## src/design/rmq_pkg.sv

```systemverilog
package rmq_pkg;

    localparam int DATA_WIDTH_DEF = 16;
    localparam int FRAC_BITS_DEF = 14;
    localparam int FIFO_DEPTH = 4;

endpackage

```

## src/design/rmq_front.sv

```systemverilog
module rmq_front
    import rmq_pkg::*;
#(
    parameter int DATA_WIDTH = DATA_WIDTH_DEF,
    parameter int FRAC_BITS = FRAC_BITS_DEF,
    localparam int RW = DATA_WIDTH + 3,
    localparam int ENTRY_W = 4 * RW + 2
)
(
    input  logic                        clk,
    input  logic                        rst_n,
    input  logic                        in_valid,
    output logic                        in_ready,
    input  logic [9*DATA_WIDTH-1:0]     in_data,
    output logic                        out_valid,
    input  logic                        out_ready,
    output logic [ENTRY_W-1:0]          out_entry
);

    logic signed [DATA_WIDTH-1:0] e [9];
    logic signed [RW-1:0] xx, yy, zz, xy, yz, zx, yx, zy, xz;
    logic signed [RW-1:0] tr, rad, nx, ny, nz;
    logic neg, zgx, zgy, ygx, fxy, fyz, fzx;
    logic [ENTRY_W-1:0] entry_next, entry_reg;
    logic valid_reg;

    always_comb
    begin
        for (int i = 0; i < 9; i++)
        begin
            e[i] = in_data[i*DATA_WIDTH +: DATA_WIDTH];
        end
        xx = RW'(e[0]); yx = RW'(e[1]); zx = RW'(e[2]);
        xy = RW'(e[3]); yy = RW'(e[4]); zy = RW'(e[5]);
        xz = RW'(e[6]); yz = RW'(e[7]); zz = RW'(e[8]);
        tr = xx + yy + zz;
        neg = tr[RW-1];
        zgx = zz > xx;
        zgy = zz > yy;
        ygx = yy > xx;
        fxy = neg && (!zgx || !zgy);
        fyz = neg && (ygx || zgx);
        fzx = neg && (zgy || !ygx);
        if (fxy)
        begin
            zz = -zz; xy = -xy;
        end
        if (fyz)
        begin
            xx = -xx; yz = -yz;
        end
        if (fzx)
        begin
            yy = -yy; zx = -zx;
        end
        rad = xx + yy + zz + (RW'(1) <<< FRAC_BITS);
        nx = zy - yz;
        ny = xz - zx;
        nz = yx - xy;
        entry_next = {fyz, fxy, rad, nz, ny, nx};
    end

    assign in_ready = !valid_reg || out_ready;
    assign out_valid = valid_reg;
    assign out_entry = entry_reg;

    always_ff @(posedge clk or negedge rst_n)
    begin
        if (!rst_n)
        begin
            valid_reg <= 1'b0;
        end
        else if (in_ready)
        begin
            valid_reg <= in_valid;
        end
    end

    always_ff @(posedge clk)
    begin
        if (in_ready && in_valid)
        begin
            entry_reg <= entry_next;
        end
    end

endmodule

```

## config.mk

```make
export PLATFORM = sky130hd
export DESIGN_NAME = rmq_front
export DESIGN_NICKNAME = d
export VERILOG_FILES = /design/src/design/rmq_pkg.sv /design/src/design/rmq_front.sv
export SDC_FILE = /design/constraint.sdc
export NUM_CORES = 1
export LEC_CHECK = 0
export BUFFER_PORTS_ARGS = -buffer_cell sky130_fd_sc_hd__clkbuf_2
export CAP_MARGIN = 10
export CELL_PAD_IN_SITES_DETAIL_PLACEMENT = 2
export CELL_PAD_IN_SITES_GLOBAL_PLACEMENT = 2
export CORE_UTILIZATION = 34
export CTS_BUF_LIST = sky130_fd_sc_hd__clkbuf_8
export DETAILED_ROUTE_END_ITERATION = 6
export GPL_TIMING_DRIVEN = 0
export PLACE_DENSITY = 0.91
export REMOVE_ABC_BUFFERS = 1
export SETUP_SLACK_MARGIN = 0.05
export SYNTH_ARGS = -nofsm -noshare
export SYNTH_HDL_FRONTEND = slang
export SYNTH_SLANG_ARGS = --single-unit
```

## constraint.sdc

```tcl
create_clock -name clk -period 3 [get_ports clk]
set_input_delay 0.15 -clock clk [delete_from_list [all_inputs] [get_ports clk]]
set_output_delay 0.15 -clock clk [all_outputs]
set_load 0.02 [all_outputs]
```

Word level (Yosys, flattened, before mapping)

Index checks and enable logic that the tools add are counted.

Bits in registers: 79
Logic and storage cells: 37
Input port bits: 148

Mux-type cells: 6
Add/sub/neg operators: 14
$lt $le $gt $ge: 3
Reductions and logical operators: 12

Operator list:

| operator                                                          | count |
|---|---|
| 19-bit two-way mux                                                | 6 |
| 16-bit negator with 19-bit output                                 | 6 |
| 16-bit by 19-bit subtractor with 19-bit output                    | 3 |
| 16-bit > comparator                                               | 3 |
| 19-bit adder                                                      | 2 |
| 19-bit by 16-bit adder with 19-bit output (second input constant) | 1 |
| 17-bit by 16-bit adder with 18-bit output                         | 1 |
| 16-bit by 16-bit adder with 17-bit output                         | 1 |
| 1-bit logical AND                                                 | 4 |
| 1-bit zero test                                                   | 4 |
| 1-bit logical OR                                                  | 4 |

Logic depth before layout (Yosys ltp)

Depth in word-level cells: 8
Mapped depth: 29
Depth with buffers taken out: 27

Worst setup path before layout

OpenSTA, ideal clock, no wires.

Path type: input to register
Start: input port in_data[11]
End: register entry_reg[75], in the netlist out_entry[75], data pin
Library setup time: 0.269 ns
Cell stages on the path: 25
Slack: -2.744 ns
Buffers on the path: 1
Data arrival time: 5.474 ns
Cell sequence: inv_1 fa_1 inv_1 ha_1 nand4_1 or3_1 a21oi_1 nor4_1 o22ai_1 clkbuf_1 nor2_1 xor2_1 fa_1 ha_1 ha_1 fa_1 a21o_1 a21oi_1 o21a_1 o21ai_0 a21o_1 a21oi_1 o31ai_1 xnor2_1 xor3_1

Word-level cells in the longest chain between the ends: 8

RTL lines:

| what                                                 | line            | RTL |
|---|---|---|
| from (decl)                                          | rmq_front.sv:14 | `input logic [9*DATA_WIDTH-1:0] in_data,` |
| branches (longest 6 deep; another with 19-bit adder) | -               |  |
| 19-bit adder *                                       | rmq_front.sv:56 | `rad = xx + yy + zz + (RW'(1) <<< FRAC_BITS);` |
| 19-bit by 16-bit adder with 19-bit output *          | rmq_front.sv:56 |  |
| via rad[18]                                          | rmq_front.sv:22 | `logic signed [RW-1:0] tr, rad, nx, ny, nz;` |
| to (signal assigned)                                 | rmq_front.sv:83 | `entry_reg <= entry_next;` |
| to (decl)                                            | rmq_front.sv:24 | `logic [ENTRY_W-1:0] entry_next, entry_reg;` |

Mark *: on every way through the listed nets, which the timed path passes.
A chain may end at the register's enable or synchronous reset.

Worst setup path in the final report

Start: input port in_data[69]
End: register entry_reg[75], in the netlist out_entry[75], data pin

The elaborated chain is that of the path after synthesis.

==> results.toml <==
[flow_run]
drv_cap = 0

[cts]
clkLatencyLatePin_ns = 0.38
cts_max_path_buffers = 2
cts_buffers = 9
htree_num_levels = 3
cts_sinks = 79
cts-root-buf = "clkbuf_8"
clk_pin_slew_worst_paths_ns = 0.10
cts_tree = "yes"

[die]
initial_core_util = 0.345
core-area_sq_mm = 0.0286
chipHeight_um = 172
pin_count = 228
chipWidth_um = 172
die_area_sq_mm = 0.0297
rows = 62

[worst_setup_path]
required_ns = 3.13
arrival_ns = 5.86
r2r-start = "out_valid"
cpMostUsedCell = "buf_6"
worstSetupPathType = "in -> reg"
cp_slowest_cell = "fa_1"
critPathLaunch = "in_data[69]"
slowest_delay_ns = 0.46
crit_fanout = 5
cp-end-kind = "flop"
crit_path_start_kind = "primary input"
r2r_cells = 3

[finish]
nets = 1767
postLayoutCoreUtil = 0.497
area_delta_synth_final_pct = 43.9
drive_above_1_share = 0.407

[synth]
post_synth_inst_count = 1068
synth.avg_cell_area_sq_um = 9.25
async_reset_ff_frac = 0.0127
netlist.area_leader.share = 0.237
synth_area_leaders = "edfxtp_1 24%, ha_1 20%, xnor2_1 11%"
ys_seq_area_frac = 0.240
yosysTopAreaCell = "edfxtp_1"
yosysWarningCount = 0
synth_flop_cell = "edfxtp_1"
synth-seq-cells = 79
netlist_top_cells_count = "156 x ha_1, 122 x xnor2_1, 100 x inv_1, 99 x nor2_1, 92 x a21oi_1"
synth_edf_count = 78
ys_types = 64
yosysMostFrequentCell = "ha_1"
netlist_area_sq_mm = 0.00988

[route]
drc = 0
wl_met3_um = 2610
wl_met2_um = 28100
via_per_inst = 5.84
vias = 10600
wl_per_cell_um = 29.0
detail-route-antenna-nets = 0
firstDrtPassIters = 5
top_layer = "met4"
drt_iter0_markers = 534
totalWireLength_um = 52600
met1Wirelength_um = 18100

[timing]
fmax_mhz = 175
skew_ns = 0.0165
setup_violations = 72
rsz0062_at_grt = "yes"
tns_ns = -126.90
finalMaxSlewViolations = 0
relSlewSlack = 0.360
hold_violations = 0
fin_crit_ns = 5.73
postLayoutSetupSlackWorst_ns = -2.73
post-route-period-util = 1.91
worst_pin_slew_ns = 0.952

[global_route]
grt_pass1_vias = 11600
grt_overflow = 0
grt_pass1_wl_um = 66900
grt_util_all_layers = 0.302
grt_max_degree = 61
antenna_found_initial = 1

[run_status]
status = "finished, violations left"
violations = "negative setup slack"

[hold_path]
hold_path_class = "in -> async"

[place]
place_congestion = 0.898
portBuffers = 227
dp_hpwl_um = 29000

[power_and_ir_drop]
ir_worst_vdd_v = 0.000593
power.leakage_nw = 6.33
power_density_mw_per_mm2 = 1330
[worst max-delay path, delay by kind of cell]
kind	cells	cell delay, ns
adder cells (fa/ha/maj)	5	1.76
XOR/XNOR	3	0.60
AND/OR/NAND/NOR	3	0.43
buffers and inverters	11	1.36
AO/OA/AOI/OAI	8	1.56
[area by class of cell]
| type | count | area [sq um] |
|---|---|---|
| Fill cell | 2991 | 14400 |
| Antenna cell | 1 | 2.50 |
| Sequential cell | 79 | 2370 |
| Tap cell | 384 | 480 |
| Clock inverter | 7 | 71.3 |
| Multi-Input combinational cell | 877 | 8300 |
| Clock buffer | 9 | 124 |
| Timing Repair Buffer | 358 | 2450 |
| Inverter | 101 | 419 |
[power breakdown]
group / leakage, nW / internal [mW] / switching [mW]
Sequential: 0.753 / 2.20 / 0.153
Combinational: 5.48 / 7.23 / 8.38
Clock: 0.0974 / 0.387 / 0.498
[final timing paths]
| kind | end | slack [ns] |
|---|---|---|
| max | out_entry[75] | -2.73 |
| min in group clk | out_valid | 0.10 |
| max reg2reg | out_entry[70] | 1.35 |
| min | out_valid | 0.05 |
| max in group asynchronous | out_valid | 2.86 |
| min reg2reg | out_valid | 0.59 |
[metal layers]
layer	global-route usage	up-vias
met2	0.593	496
met3	0.0387	268
li1	-	4550
met4	0.170	0
met5	0	-
met1	0.304	5297
[sequential cells by signal, indices dropped and copies added (netlist names)]
signal,cells
out_valid,1
out_entry,78
[cell usage in the layout, fill, tap and decap left out, drive strengths merged, types with 6 or more instances in the layout]
master / n
clkbuf: 230
ha: 156
buf: 135
xnor2: 122
inv: 102
nor2: 99
a21oi: 93
edfxtp: 78
nand2: 42
fa: 37
a21o: 34
nor3: 31
o21ai: 27
xor2: 26
nand3: 20
o21a: 17
nor2b: 17
a31oi: 15
nor4: 15
mux2i: 11
nand4: 9
nand2b: 9
and2: 8
o21bai: 8
o211ai: 7
or3: 7
mux2: 6
o31ai: 6
[cells by family after synthesis]
group | after synthesis | synth area share
XOR/XNOR | 149 | 0.134
multiplexers | 17 | 0.0188
buffers and inverters | 114 | 0.0443
adder cells (fa/ha/maj) | 193 | 0.273
AO/OA/AOI/OAI | 242 | 0.157
flip-flops | 79 | 0.240
AND/OR/NAND/NOR | 274 | 0.134
[metrics by stage]
stage | total power, mW | std cells | worst slack, ns | hold WS [ns] | cell area (sq um)
2_1_floorplan | 9.31 | 1055 | -3.45 | -0.146 | 9820
3_3_place_gp | 11.2 | 1666 | -5.26 | -0.0745 | 11400
3_5_place_dp | 11.9 | 1668 | -4.53 | -0.0742 | 11500
4_1_cts | 15.5 | 1764 | -2.41 | 0.0530 | 13200
5_1_grt | 19.8 | 1816 | -2.95 | 0.0377 | 14200
6_report | 18.9 | 1816 | -2.73 | 0.0544 | 14200
[timing repair]
| item | CTS | global route |
|---|---|---|
| hold buffers | 2 | 0 |
| resized for setup | 218 | 143 |
| endpoints found under the hold margin | 2 | 0 |
| pin swaps | 89 | 90 |
| setup buffers | 80 | 54 |
| gates cloned | 3 | 0 |
| setup endpoints to repair | 73 | 72 |
Power figures use the tool's default switching activity.
