===== src/design/rmq_pkg.sv =====
package rmq_pkg;

    localparam int DATA_WIDTH_DEF = 16;
    localparam int FRAC_BITS_DEF = 14;
    localparam int FIFO_DEPTH = 4;

endpackage


===== src/design/rmq_fifo.sv =====
module rmq_fifo
    import rmq_pkg::*;
#(
    parameter int WIDTH = 8,
    parameter int DEPTH = FIFO_DEPTH
)
(
    input  logic             clk,
    input  logic             rst_n,
    input  logic             in_valid,
    output logic             in_ready,
    input  logic [WIDTH-1:0] in_data,
    output logic             out_valid,
    input  logic             out_ready,
    output logic [WIDTH-1:0] out_data
);

    localparam int AW = (DEPTH > 1) ? $clog2(DEPTH) : 1;

    logic [WIDTH-1:0] mem_reg [DEPTH];
    logic [AW-1:0] wp_reg, rp_reg;
    logic [AW:0] cnt_reg;
    logic push, pop;

    assign in_ready = cnt_reg != (AW+1)'(DEPTH);
    assign out_valid = cnt_reg != '0;
    assign out_data = mem_reg[rp_reg];
    assign push = in_valid && in_ready;
    assign pop = out_valid && out_ready;

    always_ff @(posedge clk or negedge rst_n)
    begin
        if (!rst_n)
        begin
            wp_reg <= '0;
            rp_reg <= '0;
            cnt_reg <= '0;
        end
        else
        begin
            if (push)
            begin
                wp_reg <= (wp_reg == AW'(DEPTH-1)) ? '0 : wp_reg + 1'b1;
            end
            if (pop)
            begin
                rp_reg <= (rp_reg == AW'(DEPTH-1)) ? '0 : rp_reg + 1'b1;
            end
            cnt_reg <= cnt_reg + (AW+1)'(push) - (AW+1)'(pop);
        end
    end

    always_ff @(posedge clk)
    begin
        if (push)
        begin
            mem_reg[wp_reg] <= in_data;
        end
    end

endmodule


===== config.mk =====
export PLATFORM = sky130hd
export DESIGN_NAME = rmq_fifo
export DESIGN_NICKNAME = d
export VERILOG_FILES = /design/src/design/rmq_pkg.sv /design/src/design/rmq_fifo.sv
export SDC_FILE = /design/constraint.sdc
export NUM_CORES = 1
export LEC_CHECK = 0
export ABC_CLOCK_PERIOD_IN_PS = 5800
export BUFFER_PORTS_ARGS = -buffer_cell sky130_fd_sc_hd__buf_2
export CORE_UTILIZATION = 45
export CTS_CLUSTER_DIAMETER = 100
export DETAILED_ROUTE_END_ITERATION = 8
export GPL_ROUTABILITY_DRIVEN = 0
export PLACE_DENSITY_LB_ADDON = 0.15
export REMOVE_ABC_BUFFERS = 1
export SLEW_MARGIN = 10
export SYNTH_ARGS = -nofsm -noshare
export SYNTH_HDL_FRONTEND = slang
export SYNTH_SLANG_ARGS = --single-unit

===== constraint.sdc =====
create_clock -name clk -period 5.8 [get_ports clk]
set_input_delay 1.74 -clock clk [delete_from_list [all_inputs] [get_ports clk]]
set_output_delay 1.74 -clock clk [all_outputs]
set_load 0.01 [all_outputs]

== After elaboration in Yosys (flattened, before gate mapping) ==
Memories as Yosys holds them, arrays and structs flattened.
Cells that the tools add are included.

* Flip-flop bits (word level): 7
* Memories: 1
* Output and inout bits: 10
* Memory bits (writable): 32

{| class="wikitable"
|+ Memory list
! name !! words !! width !! rd ports !! clocked after memory_dff !! wr ports !! line !! text
|-
| mem_reg || 4 || 8 || 1 || 0 || 1 || rmq_fifo.sv:20 || <nowiki>logic [WIDTH-1:0] mem_reg [DEPTH];</nowiki>
|}

* Multiplexer cells: 4
* Equal/unequal tests: 3
* $add $sub $neg: 4
* Reductions and logical operators: 3

{| class="wikitable"
|+ Operator list
! operator !! count
|-
| 2-bit by 1-bit adder with 2-bit output (second input constant) || 2
|-
| 2-bit equality test (second input constant) || 2
|-
| 2-bit 2-to-1 mux || 2
|-
| 3-bit by 1-bit adder with 3-bit output || 1
|-
| 3-bit != test (second input constant) || 1
|-
| 3-bit nonzero test || 1
|-
| 3-bit by 1-bit subtractor with 3-bit output || 1
|-
| 1-bit logical AND || 2
|-
| 1-bit 2-to-1 mux || 2
|}

== Logic depth before layout (Yosys ltp) ==
Gate-level depths: netlist (run 1).

* Word-level depth: 4
* Depth in mapped cells: 10
* Gate-level depth less buffers: 9

== Worst setup path before layout (run 1) ==
Ideal clock, no wire load.

* Path kind: input to register
* From: input out_ready
* To: register cnt_reg[2]
* Arrival: 3.013 ns
* Path buffers: 0
* Required time: 5.676 ns
* Setup slack: 2.664 ns
* Cell stages on the path: 9
* Path through: o31ai_1 inv_1 ha_1 inv_1 ha_1 inv_1 fa_1 xnor2_1 xnor2_1

* Word-level cells in the longest chain between the ends: 2

{| class="wikitable"
|+ RTL lines
! what !! line !! text
|-
| from (decl) || rmq_fifo.sv:14 || <nowiki>input logic out_ready,</nowiki>
|-
| 1-bit logical AND || rmq_fifo.sv:29 || <nowiki>assign pop = out_valid && out_ready;</nowiki>
|-
| net pop || rmq_fifo.sv:23 || <nowiki>logic push, pop;</nowiki>
|-
| 3-bit by 1-bit subtractor with 3-bit output || rmq_fifo.sv:49 || <nowiki>cnt_reg <= cnt_reg + (AW+1)'(push) - (AW+1)'(pop);</nowiki>
|-
| to (signal assigned) || rmq_fifo.sv:49 ||
|-
| to (decl) || rmq_fifo.sv:22 || <nowiki>logic [AW:0] cnt_reg;</nowiki>
|}

The timed path passes the listed nets, and every way through them passes these cells.
A chain may end at the register's enable or synchronous reset.

== Worst setup path after layout (run 1) ==
* From: register rp_reg[0]
* To: output out_data[7]

* Word-level cells in the longest chain between the ends: 1

{| class="wikitable"
|+ RTL lines
! what !! line !! text
|-
| from (decl) || rmq_fifo.sv:21 || <nowiki>logic [AW-1:0] wp_reg, rp_reg;</nowiki>
|-
| from (signal assigned) || rmq_fifo.sv:47 || <nowiki>rp_reg <= (rp_reg == AW'(DEPTH-1)) ? '0 : rp_reg + 1'b1;</nowiki>
|-
| memory read 4 x 8 bit || - ||
|-
| to (decl) || rmq_fifo.sv:15 || <nowiki>output logic [WIDTH-1:0] out_data</nowiki>
|}

Every way passes these cells.

==> results of run 1 <==
metal layers:
metal | up-vias | track usage [%] | share of wire, %
met5 | - | 0 | 0
met4 | 0 | 6.10 | 0.63
met1 | 386 | 18.1 | 42
met3 | 2 | 5.33 | 5.6
li1 | 378 | - | -
met2 | 21 | 23.8 | 52
kinds of logic (layout without fill, tap and decap cells):
group / count (synthesis) / count (layout)
adders and majority gates: 8 / 8
buffers and inverters: 9 / 35
and+or+nand+nor: 14 / 14
muxes: 10 / 10
DFF: 39 / 39
AOI/OAI and AO/OA: 3 / 3
xor gates and xnor gates: 2 / 2
power by group through the flow:
stage          sequential [W]  combinational [W]  clock, W
3_5_place_dp         0.000459           0.000277         0
4_1_cts              0.000452           0.000278  0.000184
6_report             0.000447           0.000272  0.000181
5_1_grt              0.000462           0.000305  0.000200
3_3_place_gp         0.000455           0.000272         0
2_1_floorplan        0.000433           0.000204         0
cell usage in the layout (no fill, tap or decap), drive strengths merged:
master,Yosys,layout
a211o,2,2
and2,1,1
and3,4,4
buf,3,21
bufinv,0,1
clkbuf,0,5
clkinv,0,2
dfrtp,7,7
edfxtp,32,32
fa,1,1
ha,7,7
inv,6,6
mux2,2,2
mux4,8,8
nand2,1,1
nor2,1,1
nor2b,2,2
nor3b,1,1
nor4bb,2,2
o31ai,1,1
or3,1,1
or3b,1,1
xnor2,2,2
how the worst min path moves through the flow:
stage / startpoint / slack [ns] / cells after the start / to
after detailed placement: cnt_reg[2]$_DFF_PN0_ / 0.56 / 1 / cnt_reg[2]$_DFF_PN0_
after global routing: cnt_reg[2]$_DFF_PN0_ / 0.61 / 1 / cnt_reg[2]$_DFF_PN0_
after CTS: cnt_reg[2]$_DFF_PN0_ / 0.58 / 1 / cnt_reg[2]$_DFF_PN0_
after global placement: cnt_reg[2]$_DFF_PN0_ / 0.55 / 1 / cnt_reg[2]$_DFF_PN0_
after floorplan: cnt_reg[2]$_DFF_PN0_ / 0.50 / 1 / cnt_reg[2]$_DFF_PN0_
final: cnt_reg[2]$_DFF_PN0_ / 0.57 / 1 / cnt_reg[2]$_DFF_PN0_
stage by stage:
step / hold slack, ns / cells / setup WS (ns) / power, W / instance area [sq um]
final: 0.573 / 157 / 2.26 / 0.000900 / 1850
after global routing: 0.607 / 157 / 2.08 / 0.000966 / 1850
after CTS: 0.579 / 157 / 2.19 / 0.000913 / 1850
after detailed placement: 0.564 / 149 / 2.48 / 0.000736 / 1770
after global placement: 0.550 / 149 / 2.51 / 0.000726 / 1770
after floorplan: 0.495 / 82 / 2.66 / 0.000638 / 1610
final cells by class:
cell class	instances	share of cell area, %
inverters	6	1.22
flip-flops and latches	39	61.4
clock buffers	5	2.03
repair buffers	21	5.68
clock inverters	3	2.37
multi-input cells	37	24.2
well taps	46	3.11
worst max-delay path, cell delays in order, from the launching register on:
cell and delay (ns):
dfrtp_1 0.72, mux4_2 0.58, buf_2 0.15
==> metrics, run 1 <==
Max Slew Vio Count 0; total number of vias 787; Compound-Gate Fraction of Synth Area 1.54%; Starting Density 48.0%; Post-DRT Antenna Nets 0; H-Tree Depth 2; Post-synth top flop edfxtp_1; top-count cell post-synth edfxtp_1; Peak supply drop 0.234 mV; post-DP HPWL 1630 microns; Seq pwr share 49.7%; Crit Path Max Fanout 11; Synth Register Bits 39; post-synth top area share 59.1%; first-pass GRT wire length 4110 microns; WP data arrival 1.80 ns; main combinational cell family by area after synthesis multiplexers; Worst Path Required 4.06 ns; outcome finished clean; total CTS buffers 5; RSZ-0062 raised after global routing no; most frequent cells after synthesis 32 x edfxtp_1, 8 x mux4_2, 7 x dfrtp_1, 7 x ha_1, 6 x inv_1; FMAX 283 MHz; yosys warns 0; Comb power frac 30.2%; Vias/cell 5.01; Yosys cell types 22; r2r worst-path depth 9; Worst-path clk slew 0.12 ns; drt first-iter violations 24; P_int 0.000622 W; crit share post-route 61.0%; Filler cells 290; hold crit path type reg -> reg; Slew HR 62.3%; Final Hold Fails 0; Final nets 130; final setup violation count 0; post-synthesis simple-gate area fraction 5.77%; Final Util 54.6%; CP endpoint out_data[7]; Antenna Cells 0; crit end category output port; r2r setup slk 3.45 ns; footprint of the multi-input gates 447 sq um; Post-Synth XOR/XNOR Area 1.08%; hold_buf cts 0; largest net degree at the start of global routing 14; # DRC 0; vias in the first global route 815; synthesized area 1630 sq um; crit path launch rp_reg[0]$_DFFE_PN0P_; First-pass DRT Iterations 4; Avg WL per Cell 15.1 microns; register area share after synthesis 69.9%; synthesized instance count 85; Total GRT Usage 14.8%; EDFF count, synth 32; Net Sw Frac 30.9%; asr flop ratio synth 17.9%; clk buf depth 2; die extent in y 62.1 microns; NetSw 0.000278 W; Fin Setup TNS 0 ns; area leader, netlist edfxtp_1; Clock power frac 20.1%; clock latency on the worst-skew pair 0.34 ns; reg-to-reg startpoint cnt_reg[1]$_DFF_PN0_; DIE AREA 3860 sq um; Tmin final 3.54 ns; Setup Skew 0.0120 ns; Post-Syn Area per Cell 19.1 sq um; Post-CTS Setup Bufs 0; post-synthesis adder-cell area fraction 6.62%; Core Area 3390 sq um; I/O pin count 22; critical path class reg -> out; Least-Margin Pin Slew 0.566 ns; CTS sink count 39; # Max-Cap Violations 0; Rows 21; Layout area overhead 13.8%; CTS root buffer clkbuf_4; mux contribution to synthesized area 12.5%; antenna violations before repair 0; PwrDens 486 nW/um^2; Startpoint Class register; CTS tree yes; Lkg Pwr 0.717 nW; share of layout cells above drive strength 1 35.1%; PortBufs 21; FF-to-FF End cnt_reg[2]$_DFF_PN0_; max reg flops 32; synth top area cells edfxtp_1 59%, mux4_2 11%, dfrtp_1 11%; total grt overflow 0; Total Wirelength 2380 microns; post_cts resized 0; register area 1140 sq um; Die X 62.1 microns
No activity file was read; power rests on OpenSTA's default activity.
==> inputs of run 2 (changes only) <==
- ABC_AREA: not set -> 1
- ABC_CLOCK_PERIOD_IN_PS: 5800 -> 3700
- clock period: 5.8 -> 3.7 ns (I/O delays scaled with it)
==> metrics, run 2 <==
outcome finished clean; Startpoint Class register; Worst-path clk slew 0.07 ns (-0.05 ns); footprint of the multi-input gates 465 sq um (+4.2%); Core Area 3720 sq um (+9.6%); yosys warns 0 (unchanged); placed inst area 1880 sq um (+6.5%); synthesized area 1770 sq um (+8.7%); H-Tree Depth 2 (unchanged); post_cts resized 0 (unchanged); Slew HR 41.4% (-21 points); register area share after synthesis 64.3% (-5.6 points); Peak supply drop 0.386 mV (+65%); Post-CTS Setup Bufs 0 (unchanged); Total GRT Usage 16.2% (+1.4 points); Least-Margin Pin Slew 0.876 ns (+0.310 ns); Final nets 193 (+48%); Die X 64.7 microns (+4.1%); drt first-iter violations 52 (+120%); Rows 22 (+4.8%); antenna violations before repair 0 (unchanged); crit share post-route 75.0%; Filler cells 333 (+15%); Avg WL per Cell 13.0 microns (-14%); EDFF count, synth 32 (unchanged); crit end category output port; # DRC 0 (unchanged); share of layout cells above drive strength 1 19.5% (-16 points); I/O pin count 22 (unchanged); overall power 0.00164 W (+82%); post-synth top area share 54.4% (-4.7 points); Vias/cell 4.84 (-3.4%); Synth Register Bits 39 (unchanged); final setup violation count 0 (unchanged); Setup Skew 0.00350 ns (-0.00854 ns); critical path class reg -> out; Layout area overhead 14.1%; Antenna Cells 0 (unchanged); Worst Path Required 2.59 ns (-1.47 ns); first-pass GRT wire length 4860 microns (+18%); Starting Density 47.5% (-0.41 points); First-pass DRT Iterations 4 (unchanged); final instance area 2020 sq um (+9.0%); commonest non-fill, non-tap cells in the layout 35 x nand2_1, 32 x edfxtp_1, 29 x inv_1, 21 x buf_2, 16 x o211ai_1; die extent in y 64.7 microns (+4.1%); total number of vias 1075 (+37%); CTS tree yes; Yosys cell types 15 (-32%); vias in the first global route 1072 (+32%); PwrDens 811 nW/um^2 (+67%); FMAX 360 MHz; total grt overflow 0 (unchanged); RSZ-0062 raised after global routing no; hold crit path type reg -> reg; CTS sink count 39 (unchanged); top-count cell post-synth nand2_1; Lkg Pwr 0.887 nW (+24%); Fin Setup TNS 0 ns (unchanged); Post-synth top flop edfxtp_1; clk buf depth 2 (unchanged); clock latency on the worst-skew pair 0.28 ns (-0.06 ns); Tmin final 2.78 ns; area leader, netlist edfxtp_1; Max Slew Vio Count 0 (unchanged); largest net degree at the start of global routing 20 (+6); Crit Path Max Fanout 19 (+8); Total Wirelength 2890 microns (+22%); WP data arrival 1.67 ns (-0.13 ns); synth top area cells edfxtp_1 54%, dfrtp_1 9.9%, nand2_1 7.4%; CTS root buffer clkbuf_8; max reg flops 32 (unchanged); # Max-Cap Violations 0 (unchanged); Final Hold Fails 0 (unchanged); commonest non-fill, non-tap cell in the layout nand2_1; PortBufs 21 (unchanged); DIE AREA 4180 sq um (+8.4%); most frequent cells after synthesis 35 x nand2_1, 32 x edfxtp_1, 29 x inv_1, 16 x o211ai_1; asr flop ratio synth 17.9% (unchanged); hold_buf cts 0 (unchanged); register area 1140 sq um (unchanged); total CTS buffers 5 (unchanged); synthesized instance count 149 (+75%); post-DP HPWL 1940 microns (+20%); Post-Syn Area per Cell 11.9 sq um (-38%); Post-DRT Antenna Nets 0 (unchanged)
run 2: changes by cell type in the layout (fill, tap and decap cells not counted), sizes merged, moves of 2 or more:
cell    before  now
nand2        1   39
mux4         8    0
inv          6   29
nor2b        2    0
and3         4    0
nand3        0    4
nor2         1    7
o211ai       0   16
clkinv       2    0
a211o        2    0
nor4bb       2    0
mux2         2    0
run 2: report_power, final:
| part | total, W | internal [W] | switching [W] |
|---|---|---|---|
| Clock | 0.000408 | 0.000269 | 0.000139 |
| Sequential | 0.000693 | 0.000591 | 0.000102 |
| Combinational | 0.000534 | 0.000212 | 0.000323 |
| Total | 0.00164 | 0.00107 | 0.000563 |
run 2: worst paths after layout:
path,startpoint,to,slack (ns),cells after the start
hold / removal,wp_reg[1]$_DFFE_PN0P_,wp_reg[1]$_DFFE_PN0P_,0.56,2
max in group asynchronous,rst_n,rp_reg[1]$_DFFE_PN0P_,2.89,1
setup / recovery,rp_reg[0]$_DFFE_PN0P_,out_data[4],0.92,5
hold reg to reg,wp_reg[1]$_DFFE_PN0P_,wp_reg[1]$_DFFE_PN0P_,0.56,2
setup reg to reg,cnt_reg[1]$_DFF_PN0_,cnt_reg[1]$_DFF_PN0_,1.70,10
min in group asynchronous,rst_n,cnt_reg[1]$_DFF_PN0_,0.65,1
run 2: kinds of logic after synthesis:
logic type	after synthesis	share of synthesized area (%)
AOI/OAI and AO/OA	16	6.80
xor gates and xnor gates	2	0.992
adders and majority gates	8	6.09
buffers and inverters	34	9.35
DFF	39	64.3
and+or+nand+nor	50	12.5
run 2: layout make-up:
cell class / count / share of cell area [%]
inverters: 29 / 5.40
clock inverters: 2 / 2.98
flip-flops and latches: 39 / 56.4
well taps: 48 / 2.98
repair buffers: 22 / 5.59
clock buffers: 6 / 3.60
multi-input cells: 76 / 23.1
run 2: stage by stage:
step	setup WS [ns]	std cells	utilization (%)	hold WS (ns)
after global routing	0.741	222	54.2	0.585
after CTS	0.907	222	54.2	0.557
after global placement	1.26	214	50.7	0.523
final	0.924	222	54.2	0.556
after floorplan	1.42	144	-	0.491
after detailed placement	1.20	214	50.7	0.541
run 2: routing by layer:
metal | share of wire [%] | up-vias | GRT usage, %
met1 | 44 | 502 | 18.3
met3 | 4.1 | 9 | 4.05
met4 | 2.5 | 0 | 7.78
met2 | 50 | 28 | 28.4
met5 | 0 | - | 0
li1 | - | 536 | -
run 2: worst max-delay path, stage by stage, from the launching register on:
cell	delay, ns
dfrtp_1	0.66
buf_4	0.32
nand2_1	0.09
o211ai_1	0.09
nand2_1	0.08
buf_2	0.15
